<file path="config.mk">
export PLATFORM = sky130hd
export DESIGN_NAME = nonpreemptive_priority_scheduler_unit
export DESIGN_NICKNAME = d
export VERILOG_FILES = /design/src/hdl/nps_pkg.sv /design/src/hdl/nonpreemptive_priority_scheduler_unit.sv /design/src/hdl/nps_ram.sv
export SDC_FILE = /design/constraint.sdc
export NUM_CORES = 1
export LEC_CHECK = 0
export BUFFER_PORTS_ARGS = -buffer_cell sky130_fd_sc_hd__clkbuf_2
export CORE_UTILIZATION = 55
export DETAILED_ROUTE_END_ITERATION = 8
export PLACE_DENSITY = 0.72
export SYNTH_ARGS = -nofsm -noshare
export SYNTH_HDL_FRONTEND = slang
export SYNTH_SLANG_ARGS = --single-unit
</file>
<file path="constraint.sdc">
create_clock -name clock -period 5.1 [get_ports clock]
set_input_delay 0.765 -clock clock [delete_from_list [all_inputs] [get_ports clock]]
set_output_delay 0.765 -clock clock [all_outputs]
set_load 0.01 [all_outputs]
</file>
<file path="src/hdl/nps_pkg.sv">
package nps_pkg;

   // Job table geometry
   localparam int NUM_JOBS = 16;
   localparam int IDX_W    = (NUM_JOBS > 1) ? $clog2(NUM_JOBS) : 1;

   // Field widths fixed by the item format
   localparam int ARR_W   = 16;
   localparam int BURST_W = 16;
   localparam int PRIO_W  = 8;
   localparam int SLOT_W  = 4;
   localparam int CLK_W   = 32;
   localparam int WIDE_W  = 9;

   localparam logic [CLK_W-1:0] CLOCK_MAX = '1;

   // Request codes
   localparam logic [1:0] KIND_LOAD  = 2'd0;
   localparam logic [1:0] KIND_TICK  = 2'd1;
   localparam logic [1:0] KIND_CLEAR = 2'd2;

   // One job table entry as stored in memory
   typedef struct packed {
      logic [ARR_W-1:0]   arrival;
      logic [BURST_W-1:0] remaining;
      logic [PRIO_W-1:0]  priority_val;
   } entry_type;

   localparam int ENTRY_W = $bits(entry_type);

   typedef enum logic [1:0] {
      S_IDLE,
      S_SCAN,
      S_DRAIN,
      S_WRITE
   } state_type;

endpackage

</file>
<file path="src/hdl/nonpreemptive_priority_scheduler_unit.sv">
// Non-preemptive priority scheduler over a table of NUM_JOBS job slots.
// Request channel: present req_kind and its fields with start high; the
// transaction is taken at a rising edge where start is high and busy is low.
//   load  : writes arrival, burst and priority into req_slot, no response.
//           Slots at or above NUM_JOBS are dropped.
//   clear : empties the table, stops the running job, zeroes the clock,
//           no response. Code 3 is ignored.
//   tick  : runs one time unit and returns exactly one response.
// Response channel: rsp_strobe is high for one cycle with rsp_job, rsp_idle,
// rsp_all_done and rsp_tick_time; the receiver cannot stall it, it must
// capture the transaction in that cycle.
// Tick sequence: while a job keeps running, busy stays high after acceptance
// for one table read and one write back of that job (S_DRAIN, S_WRITE), and
// the response shows in the cycle after the write back. When a new job must
// be chosen, the table memory is read one slot per cycle in S_SCAN over all
// NUM_JOBS slots before S_DRAIN and S_WRITE. The single read port of the
// job table sets the length of this scan.
// Reset clears the slot occupancy flags, the running job and the clock;
// no memory sweep is needed.
module nonpreemptive_priority_scheduler_unit (
   input  logic                        clock,
   input  logic                        reset,
   input  logic                        start,
   output logic                        busy,
   input  logic [1:0]                  req_kind,
   input  logic [nps_pkg::SLOT_W-1:0]  req_slot,
   input  logic [nps_pkg::ARR_W-1:0]   req_arrival_time,
   input  logic [nps_pkg::BURST_W-1:0] req_burst_time,
   input  logic [nps_pkg::PRIO_W-1:0]  req_priority_req,
   output logic                        rsp_strobe,
   output logic [nps_pkg::SLOT_W-1:0]  rsp_job,
   output logic                        rsp_idle,
   output logic                        rsp_all_done,
   output logic [nps_pkg::CLK_W-1:0]   rsp_tick_time
);

   import nps_pkg::*;

   // Control state
   state_type             state_ff, state_in;
   logic [NUM_JOBS-1:0]   work_ff, work_in;
   logic                  run_valid_ff, run_valid_in;
   logic [IDX_W-1:0]      run_job_ff, run_job_in;
   logic [CLK_W-1:0]      clock_ff, clock_in;
   logic [IDX_W-1:0]      cnt_ff, cnt_in;
   logic                  rd_vld_ff, rd_vld_in;
   logic                  found_ff, found_in;
   logic                  rsp_strobe_ff, rsp_strobe_in;

   // Payload registers
   logic [IDX_W-1:0]      rd_idx_ff, rd_idx_in;
   logic                  rd_force_ff, rd_force_in;
   logic [IDX_W-1:0]      best_idx_ff, best_idx_in;
   entry_type             best_ff, best_in;
   logic [SLOT_W-1:0]     rsp_job_ff, rsp_job_in;
   logic                  rsp_idle_ff, rsp_idle_in;
   logic                  rsp_all_done_ff, rsp_all_done_in;
   logic [CLK_W-1:0]      rsp_time_ff, rsp_time_in;

   // Memory ports
   logic                  wr_en;
   logic [IDX_W-1:0]      wr_addr;
   entry_type             wr_data;
   logic                  rd_en;
   logic [IDX_W-1:0]      rd_addr;
   logic [ENTRY_W-1:0]    rd_word;
   entry_type             rd_data;

   // Request decode
   logic                  accept;
   logic [WIDE_W-1:0]     slot_wide;
   logic                  slot_ok;
   logic [IDX_W-1:0]      slot_idx;
   logic                  keep_running;

   // Selection and write back
   logic                  eligible;
   logic                  take;
   logic [BURST_W-1:0]    rem_dec;
   logic [NUM_JOBS-1:0]   work_upd;
   logic [WIDE_W-1:0]     best_wide;

   nps_ram #(
      .WIDTH (ENTRY_W),
      .DEPTH (NUM_JOBS)
   ) u_table (
      .clock   (clock),
      .wr_en   (wr_en),
      .wr_addr (wr_addr),
      .wr_data (wr_data),
      .rd_en   (rd_en),
      .rd_addr (rd_addr),
      .rd_data (rd_word)
   );

   assign rd_data = entry_type'(rd_word);

   // Decode the incoming transaction
   assign accept       = start && (state_ff == S_IDLE);
   assign busy         = (state_ff != S_IDLE);
   assign slot_wide    = WIDE_W'(req_slot);
   assign slot_ok      = (slot_wide < WIDE_W'(NUM_JOBS));
   assign slot_idx     = slot_wide[IDX_W-1:0];
   assign keep_running = run_valid_ff && work_ff[run_job_ff];

   // Compare the entry read last cycle against the best so far
   assign eligible = rd_vld_ff && work_ff[rd_idx_ff] &&
                     (rd_force_ff || ({{(CLK_W-ARR_W){1'b0}}, rd_data.arrival} <= clock_ff));
   assign take     = eligible && (!found_ff || (rd_data.priority_val < best_ff.priority_val));

   // Spend one unit of the chosen job
   assign rem_dec   = best_ff.remaining - BURST_W'(1);
   assign best_wide = WIDE_W'(best_idx_ff);

   always_comb begin
      work_upd = work_ff;
      if (found_ff) begin
         work_upd[best_idx_ff] = (rem_dec != '0);
      end
   end

   // Next state
   always_comb begin
      state_in = state_ff;
      case (state_ff)
         S_IDLE: begin
            if (accept && (req_kind == KIND_TICK)) begin
               state_in = keep_running ? S_DRAIN : S_SCAN;
            end
         end
         S_SCAN: begin
            if (cnt_ff == IDX_W'(NUM_JOBS - 1)) begin
               state_in = S_DRAIN;
            end
         end
         S_DRAIN: state_in = S_WRITE;
         S_WRITE: state_in = S_IDLE;
         default: state_in = S_IDLE;
      endcase
   end

   // Outputs and datapath updates
   always_comb begin
      work_in         = work_ff;
      run_valid_in    = run_valid_ff;
      run_job_in      = run_job_ff;
      clock_in        = clock_ff;
      cnt_in          = cnt_ff;
      rd_vld_in       = 1'b0;
      rd_idx_in       = rd_idx_ff;
      rd_force_in     = rd_force_ff;
      found_in        = found_ff;
      best_idx_in     = best_idx_ff;
      best_in         = best_ff;
      rsp_strobe_in   = 1'b0;
      rsp_job_in      = rsp_job_ff;
      rsp_idle_in     = rsp_idle_ff;
      rsp_all_done_in = rsp_all_done_ff;
      rsp_time_in     = rsp_time_ff;
      wr_en           = 1'b0;
      wr_addr         = slot_idx;
      wr_data         = '{arrival: req_arrival_time, remaining: req_burst_time,
                          priority_val: req_priority_req};
      rd_en           = 1'b0;
      rd_addr         = cnt_ff;

      // Hold the best candidate seen so far
      if (take) begin
         found_in    = 1'b1;
         best_idx_in = rd_idx_ff;
         best_in     = rd_data;
      end

      case (state_ff)
         S_IDLE: begin
            if (accept) begin
               case (req_kind)
                  KIND_LOAD: begin
                     if (slot_ok) begin
                        wr_en             = 1'b1;
                        work_in[slot_idx] = (req_burst_time != '0);
                     end
                  end
                  KIND_TICK: begin
                     found_in = 1'b0;
                     cnt_in   = '0;
                     if (keep_running) begin
                        // Fetch the running job only
                        rd_en       = 1'b1;
                        rd_addr     = run_job_ff;
                        rd_vld_in   = 1'b1;
                        rd_idx_in   = run_job_ff;
                        rd_force_in = 1'b1;
                     end else begin
                        run_valid_in = 1'b0;
                        rd_force_in  = 1'b0;
                     end
                  end
                  KIND_CLEAR: begin
                     work_in      = '0;
                     run_valid_in = 1'b0;
                     run_job_in   = '0;
                     clock_in     = '0;
                  end
                  default: begin
                  end
               endcase
            end
         end
         S_SCAN: begin
            // Issue one slot read per cycle
            rd_en     = 1'b1;
            rd_addr   = cnt_ff;
            rd_vld_in = 1'b1;
            rd_idx_in = cnt_ff;
            cnt_in    = cnt_ff + IDX_W'(1);
         end
         S_DRAIN: begin
         end
         S_WRITE: begin
            // Write back the spent unit and report the tick
            if (found_ff) begin
               wr_en   = 1'b1;
               wr_addr = best_idx_ff;
               wr_data = '{arrival: best_ff.arrival, remaining: rem_dec,
                           priority_val: best_ff.priority_val};
               work_in = work_upd;
               if (rem_dec == '0) begin
                  run_valid_in = 1'b0;
                  run_job_in   = '0;
               end else begin
                  run_valid_in = 1'b1;
                  run_job_in   = best_idx_ff;
               end
            end
            if (clock_ff != CLOCK_MAX) begin
               clock_in = clock_ff + CLK_W'(1);
            end
            rsp_strobe_in   = 1'b1;
            rsp_job_in      = found_ff ? best_wide[SLOT_W-1:0] : '0;
            rsp_idle_in     = !found_ff;
            rsp_all_done_in = (work_upd == '0);
            rsp_time_in     = clock_ff;
         end
         default: begin
         end
      endcase
   end

   // Control registers
   always_ff @(posedge clock) begin
      if (reset) begin
         state_ff      <= S_IDLE;
         work_ff       <= '0;
         run_valid_ff  <= 1'b0;
         run_job_ff    <= '0;
         clock_ff      <= '0;
         cnt_ff        <= '0;
         rd_vld_ff     <= 1'b0;
         found_ff      <= 1'b0;
         rsp_strobe_ff <= 1'b0;
      end else begin
         state_ff      <= state_in;
         work_ff       <= work_in;
         run_valid_ff  <= run_valid_in;
         run_job_ff    <= run_job_in;
         clock_ff      <= clock_in;
         cnt_ff        <= cnt_in;
         rd_vld_ff     <= rd_vld_in;
         found_ff      <= found_in;
         rsp_strobe_ff <= rsp_strobe_in;
      end
   end

   // Payload registers
   always_ff @(posedge clock) begin
      rd_idx_ff       <= rd_idx_in;
      rd_force_ff     <= rd_force_in;
      best_idx_ff     <= best_idx_in;
      best_ff         <= best_in;
      rsp_job_ff      <= rsp_job_in;
      rsp_idle_ff     <= rsp_idle_in;
      rsp_all_done_ff <= rsp_all_done_in;
      rsp_time_ff     <= rsp_time_in;
   end

   assign rsp_strobe    = rsp_strobe_ff;
   assign rsp_job       = rsp_job_ff;
   assign rsp_idle      = rsp_idle_ff;
   assign rsp_all_done  = rsp_all_done_ff;
   assign rsp_tick_time = rsp_time_ff;

`ifndef SYNTH
   // A response never lasts more than one cycle
   a_strobe_single: assert property (@(posedge clock) disable iff (reset)
      rsp_strobe |=> !rsp_strobe)
      else $error("response strobe held for two cycles");

   // An accepted tick always keeps the block busy next cycle
   a_tick_busy: assert property (@(posedge clock) disable iff (reset)
      (accept && (req_kind == KIND_TICK)) |=> busy)
      else $error("tick accepted but block not busy");

   // The chosen job must still have work when written back
   a_chosen_has_work: assert property (@(posedge clock) disable iff (reset)
      ((state_ff == S_WRITE) && found_ff) |-> work_ff[best_idx_ff])
      else $error("selected job has no work left");

   // The clock only moves back on a clear or a reset
   a_clock_monotonic: assert property (@(posedge clock) disable iff (reset)
      (!$past(reset) && !$past(accept && (req_kind == KIND_CLEAR)))
      |-> (clock_ff >= $past(clock_ff)))
      else $error("tick clock decreased without a clear");

   // A response appears only after a write back cycle
   a_strobe_after_write: assert property (@(posedge clock) disable iff (reset)
      rsp_strobe |-> (!$past(reset) && ($past(state_ff) == S_WRITE)))
      else $error("response without write back");
`endif

endmodule

</file>
<file path="src/hdl/nps_ram.sv">
module nps_ram #(
   parameter int WIDTH = 8,
   parameter int DEPTH = 16
) (
   input  logic                                          clock,
   input  logic                                          wr_en,
   input  logic [((DEPTH > 1) ? $clog2(DEPTH) : 1)-1:0]  wr_addr,
   input  logic [WIDTH-1:0]                              wr_data,
   input  logic                                          rd_en,
   input  logic [((DEPTH > 1) ? $clog2(DEPTH) : 1)-1:0]  rd_addr,
   output logic [WIDTH-1:0]                              rd_data
);

   logic [WIDTH-1:0] mem_ff [DEPTH];
   logic [WIDTH-1:0] rd_data_ff;

   // Write one word, read one word with a registered output
   always_ff @(posedge clock) begin
      if (wr_en) begin
         mem_ff[wr_addr] <= wr_data;
      end
      if (rd_en) begin
         rd_data_ff <= mem_ff[rd_addr];
      end
   end

   assign rd_data = rd_data_ff;

endmodule
</file>
## Word level (Yosys, flattened, before mapping)

Memory sizes are Yosys's and may differ from the RTL's. A register that Yosys moved wholly into a read port is not among the register bits.
Cells that the tools add are included.

- Add/subtract/negate cells: 3
- $lt $le $gt $ge: 9
- Eq/ne operators: 19
- Mux-type cells: 66
- Reduce and logical (&&, ||, !) cells: 28

Operators by type and width:

| cell | number |
|---|---|
| two-way mux 32 bit | 3 |
| two-way mux 40 bit | 2 |
| two-way mux 16 bit | 4 |
| case mux 16 bit (2 select lines) | 2 |
| case mux 32 bit (2 select lines) | 1 |
| two-way mux 4 bit | 15 |
| adder 32 x 1 -> 32 bit (second input constant) | 1 |
| bitwise mux 16 bit | 2 |
| less-or-equal comparator 16 x 32 -> 1 bit | 1 |
| logical NOT 16 bit | 2 |
| inequality test 32 bit (second input constant) | 1 |
| nonzero test 16 bit | 2 |
| < comparator 4 x 5 -> 1 bit (second input constant) | 5 |
| case mux 4 bit (2 select lines) | 3 |
| two-way mux 1 bit | 22 |
| subtractor 16 x 1 -> 16 bit (second input constant) | 1 |
| AND reduction 4 bit | 3 |
| inequality test 2 bit (second input constant) | 5 |
| AND reduction 5 bit | 2 |
| binary-select mux 1 bit (select 4 bit) | 2 |
| demux 1 bit (select 4 bit) | 2 |
| >= comparator 4 x 1 -> 1 bit (second input constant) | 2 |
| logical AND 1 bit | 8 |
| < comparator 8 bit | 1 |
| other kinds (16) | 33 |

- Bits in registers: 149
- RAM bits: 640
- Input bits: 49
- Output and inout port bits: 40
- Logic and storage cells: 145
- Memories kept: 1

Memory list:

| name | depth | width | read ports | clocked after Yosys merged registers in | write ports | line | source |
|---|---|---|---|---|---|---|---|
| u_table.mem_ff | 16 | 40 | 1 | 1 | 1 | nps_ram.sv:14 | `logic [WIDTH-1:0] mem_ff [DEPTH];` |

## Logic depth before layout (Yosys ltp)

- Word-level depth: 9
- Gate-level depth with buffers: 14

## Hierarchy

A second synthesis with hierarchy kept.

- Cells, all modules: 1884
- Area total of the unflattened synthesis: 33871.2 um2

By module, submodules not included:

| module | times used | cells each | area each (um2) | seq. area each (um2) |
|---|---|---|---|---|
| nps_ram | 1 | 1040 | 25532.0 | 20419.6 |
| nonpreemptive_priority_scheduler_unit | 1 | 844 | 8339.2 | 3853.7 |

## Worst setup path after synthesis

No wires, ideal clock.

- Kind: register to register
- Start: register state_ff[0]
- End: memory u_table.mem_ff[11][0] (netlist name) (enable)
- Arrival: 4269 ps
- Path slack: 394 ps
- Cell stages (with the launch flop): 8
- Cell sequence: dfxtp_1 ha_1 clkinv_1 nor2_1 nand2_1 nand2_1 nand2_1 nor2_1

- Cells in the longest elaborated chain, start to end: 6

Ends and longest elaborated chain:

| what | line | source |
|---|---|---|
| start, declared | nonpreemptive_priority_scheduler_unit.sv:40 | `state_type state_ff, state_in;` |
| start signal, assigned | nonpreemptive_priority_scheduler_unit.sv:263 | `state_ff <= state_in;` |
| logical NOT 2 bit | nonpreemptive_priority_scheduler_unit.sv:99, nonpreemptive_priority_scheduler_unit.sv:174 |  |
| logical AND 1 bit | nonpreemptive_priority_scheduler_unit.sv:99 | `assign accept = start && (state_ff == S_IDLE);` |
| two-way mux 1 bit | nonpreemptive_priority_scheduler_unit.sv:176 | `if (accept) begin` |
| case mux 1 bit (2 select lines) | nonpreemptive_priority_scheduler_unit.sv:174 | `case (state_ff)` |
| two-way mux 1 bit | nps_ram.sv:19 | `if (wr_en) begin` |
| two-way mux 1 bit (not written as such) | nps_ram.sv:20 | `mem_ff[wr_addr] <= wr_data;` |
| end, declared | nps_ram.sv:14 |  |

Several ways; a longest one is shown, not always the timed one.

## Worst setup path in the final report

- Start: register run_job_ff[2]
- End: register u_table.rd_data_ff[16], in the netlist u_table.rd_data[16] (read register of u_table.mem_ff), data pin

- Cells in the longest elaborated chain, start to end: 7

Ends and longest elaborated chain:

| what | line | source |
|---|---|---|
| start, declared | nonpreemptive_priority_scheduler_unit.sv:43 | `logic [IDX_W-1:0] run_job_ff, run_job_in;` |
| start signal, assigned | nonpreemptive_priority_scheduler_unit.sv:266 | `run_job_ff <= run_job_in;` |
| binary-select mux 1 bit (select 4 bit) | nonpreemptive_priority_scheduler_unit.sv:104 | `assign keep_running = run_valid_ff && work_ff[run_job_ff];` |
| two-way mux 1 bit (not written as such) | nonpreemptive_priority_scheduler_unit.sv:104 |  |
| logical AND 1 bit | nonpreemptive_priority_scheduler_unit.sv:104 |  |
| two-way mux 1 bit or two-way mux 4 bit (tied branches) | nonpreemptive_priority_scheduler_unit.sv:187 | `if (keep_running) begin` |
| two-way mux 1 bit or two-way mux 4 bit (tied branches) | nonpreemptive_priority_scheduler_unit.sv:177 | `case (req_kind)` |
| two-way mux 1 bit or two-way mux 4 bit (tied branches) | nonpreemptive_priority_scheduler_unit.sv:176 |  |
| case mux 1 bit (2 select lines) or two-way mux 4 bit (tied branches) | nonpreemptive_priority_scheduler_unit.sv:174 |  |
| end, declared | nps_ram.sv:15 | `logic [WIDTH-1:0] rd_data_ff;` |

Several ways; a longest one is shown, not always the timed one. The select of a mux whose other input is x is not followed.
A chain may end at the register's enable or synchronous reset.

==> metrics.txt <==
Comb power frac 0.091; IO buf count 88; EDFF count, synth 767; critical-path maximum fanout 29; Root Driver clkbuf_16; Cell variety after synth 70; # setup viols final 0; DR WL/cell 25.41 um; placed inst area 0.03548 sq mm; compound-gate portion of the synthesized area 0.06915; CP Capture Type flip-flop; Arrival @ worst endpoint 4650 ps; Max-slew headroom 0.09122; Reg power frac 0.504; post-synthesis xor/xnor area fraction 0.009874; H-tree levels 3; syn nets 2273; Critical path origin run_job_ff[2]$_SDFFE_PP0P_; Synthesis Warnings 0; max_cap viols 0; count of final max-slew check failures 0; number of global-route vias before repair 19660; row count 90; starting DRC count in detailed routing 1920; min Tclk post-route 4286 ps; Setup Skew 21.85 ps; area leader, netlist edfxtp_1; Synth Flop Type edfxtp_1; Via density 6.272; Setup Crit Path Kind flip-flop to flip-flop; portion of netlist area occupied by mux cells 0.1032; r2r worst-path depth 9; leak pwr 12.04 nW; Worst-Skew Late Latency 640 ps; Hold Buf Count CTS 0; CP Launch Type flip-flop; Finished Core Util 0.6341; final-stage net count 2395; Critical R2R Launch run_job_ff[2]$_SDFFE_PP0P_; Hold Path Cell Cnt 0; Final ANT Viol Nets 0; global-route wire length before repair 119900 um; CTS tree yes; count leader, synth edfxtp_1; Critical Path RT 5460 ps; worst hold slack 420.0 ps; cell count after placement 3011; Die Span Y 249.6 um; layout cell share with drive strength beyond 1 0.1392; Async SR Flop Fraction 0; Total Routing Usage GR 0.2571; area of the die 0.06228 sq mm; commonest cells in the netlist edfxtp_1 (767), mux2i_1 (327), o22ai_1 (167), nand2_1 (144), nor2_1 (88); final non-filler cell total 3167; VDD IR max 0.0002993 V; final hold violation count 0; Antenna diodes 0; initial antenna violation count 1; simple-gate share of the synthesized area 0.06540; Clock Path Buffers 3; initial core utilization 0.5574; setup bufs post-CTS 0; Sw Pwr 3.718 mW; cts repair resizes 0; Core ar. 0.06047 sq mm; synthesized flop and latch total 829; gr ovfl total 0; RD Place Congestion 0.8804; TritonCTS Sinks 829; Tightest Hold Check Type flip-flop to flip-flop; f_max 233.3 MHz; pwr/cell area 409.1 mW/mm^2; post-synthesis cell count 2193; Switching Fraction 0.2370; post-synthesis adder-cell area fraction 0.01151; Synth top area share 0.6833; P_int 11.97 mW; actual slew at the worst max-slew pin 1357 ps; Syn Area/Cell 15.37 sq um; Vias 19870; Die X-Extent 249.6 um; largest cells by area after synthesis edfxtp_1 (68%), mux2i_1 (9.7%), dfxtp_1 (3.7%); RSZ-0062 raised after global routing false; pin count of the biggest net entering global routing 98; Total Wirelength 80480 um; status complete, no violations; CTS clk-pin slew, worst paths 60 ps; Final HPWL DP 43640 um; number of detailed-route iterations in the first pass 8; register area share after synthesis 0.7201; clock share of power 0.405; largest family of logic cells by synthesized area multiplexers; P&R area growth vs syn 13.76%; hold_sp u_table.rd_data[23]$_DFFE_PP_; Num CTS Buffers 84; fin crit share 0.8404; Setup TNS 0 ps; I/O pin total 89; mapped cell area 0.03371 sq mm; Final Instance Area 0.03835 sq mm; DRC 0
critical path, cell delays in order, from the launching register on:
cell      delay (ps)
dfxtp_1          820
mux4_1           390
mux2_2           180
nand3b_4         110
a21oi_4          680
nor4bb_1         190
a41oi_4          620
buf_12           340
o22ai_1          110
or4_1            540
flip-flops by register name, summed over array words and instances (netlist names):
name,cells
u_table.mem_ff,640
best_ff,40
u_table.rd_data,40
clock_ff,32
rsp_tick_time,32
work_ff,16
best_idx_ff,4
cnt_ff,4
rd_idx_ff,4
rsp_job,4
run_job_ff,4
state_ff,2
found_ff,1
rd_force_ff,1
rd_vld_ff,1
rsp_all_done,1
rsp_idle,1
rsp_strobe,1
run_valid_ff,1
power by group through the flow:
| stage | clock network [mW] | registers, mW | logic (mW) |
|---|---|---|---|
| 2_1_floorplan | 0 | 7.97 | 0.915 |
| 3_3_place_gp | 0 | 8.04 | 1.36 |
| 3_5_place_dp | 0 | 8.04 | 1.41 |
| 4_1_cts | 6.40 | 7.90 | 1.42 |
| 5_1_grt | 6.66 | 7.92 | 1.54 |
| 6_report | 6.35 | 7.91 | 1.43 |
routing by layer:
metal	part of all wire	wire length [um]	track usage	vias to the layer above
met4	0.021	1713	0.07584	0
li1	-	-	-	8862
met5	0	0	0	-
met1	0.42	33450	0.3521	10000
met3	0.079	6320	0.04307	125
met2	0.48	39000	0.4248	878
metrics by stage:
| stage | total power [mW] | setup slack, ps |
|---|---|---|
| 3_5_place_dp | 9.454 | 858.3 |
| 3_3_place_gp | 9.402 | 959.3 |
| 5_1_grt | 16.13 | 667.7 |
| 2_1_floorplan | 8.883 | 393.9 |
| 4_1_cts | 15.72 | 847.3 |
| 6_report | 15.69 | 814.1 |
cell families (layout without fill, tap and decap cells):
kind of cell / count (synthesis) / count (layout)
compound gates: 368 / 368
xor+xnor: 38 / 38
fa+ha+maj: 31 / 31
buf+inv: 154 / 346
flops: 829 / 829
mux: 338 / 338
simple gates: 435 / 435
worst paths after layout:
check	endpoint	slack, ps
setup / recovery	u_table.rd_data[16]$_DFFE_PP_	810
hold / removal	best_ff[23]$_DFFE_PP_	420
setup reg to reg	u_table.rd_data[16]$_DFFE_PP_	810
hold reg to reg	best_ff[23]$_DFFE_PP_	420
placed cells by master (no fill, tap or decap), drive strengths merged, types with 6 or more instances in the layout:
cell,count
nand2b,11
nor3,29
bufinv,11
and4,6
o22ai,167
clkbuf,189
a31oi,25
or4,46
mux2i,327
dfxtp,62
ha,31
nor4,16
o211ai,8
a21oi,47
clkinv,36
inv,43
buf,62
o21ai,69
nor2b,16
mux4,7
nand3,34
nand4,11
nor2,88
nand2,144
a21o,9
edfxtp,767
xor2,9
a311oi,9
xnor2,29
o21a,6
and2,6
area by class of cell:
class                      count  area, sq um
clock buffer                 101         2271
fill                        4258        22120
clock inverter                55        595.6
sequential                   829        24270
timing repair buffer         150         1119
tap                          782        978.4
inverter                      40        150.1
multi-input combinational   1210         8960
No activity file was read; power rests on OpenSTA's default activity.
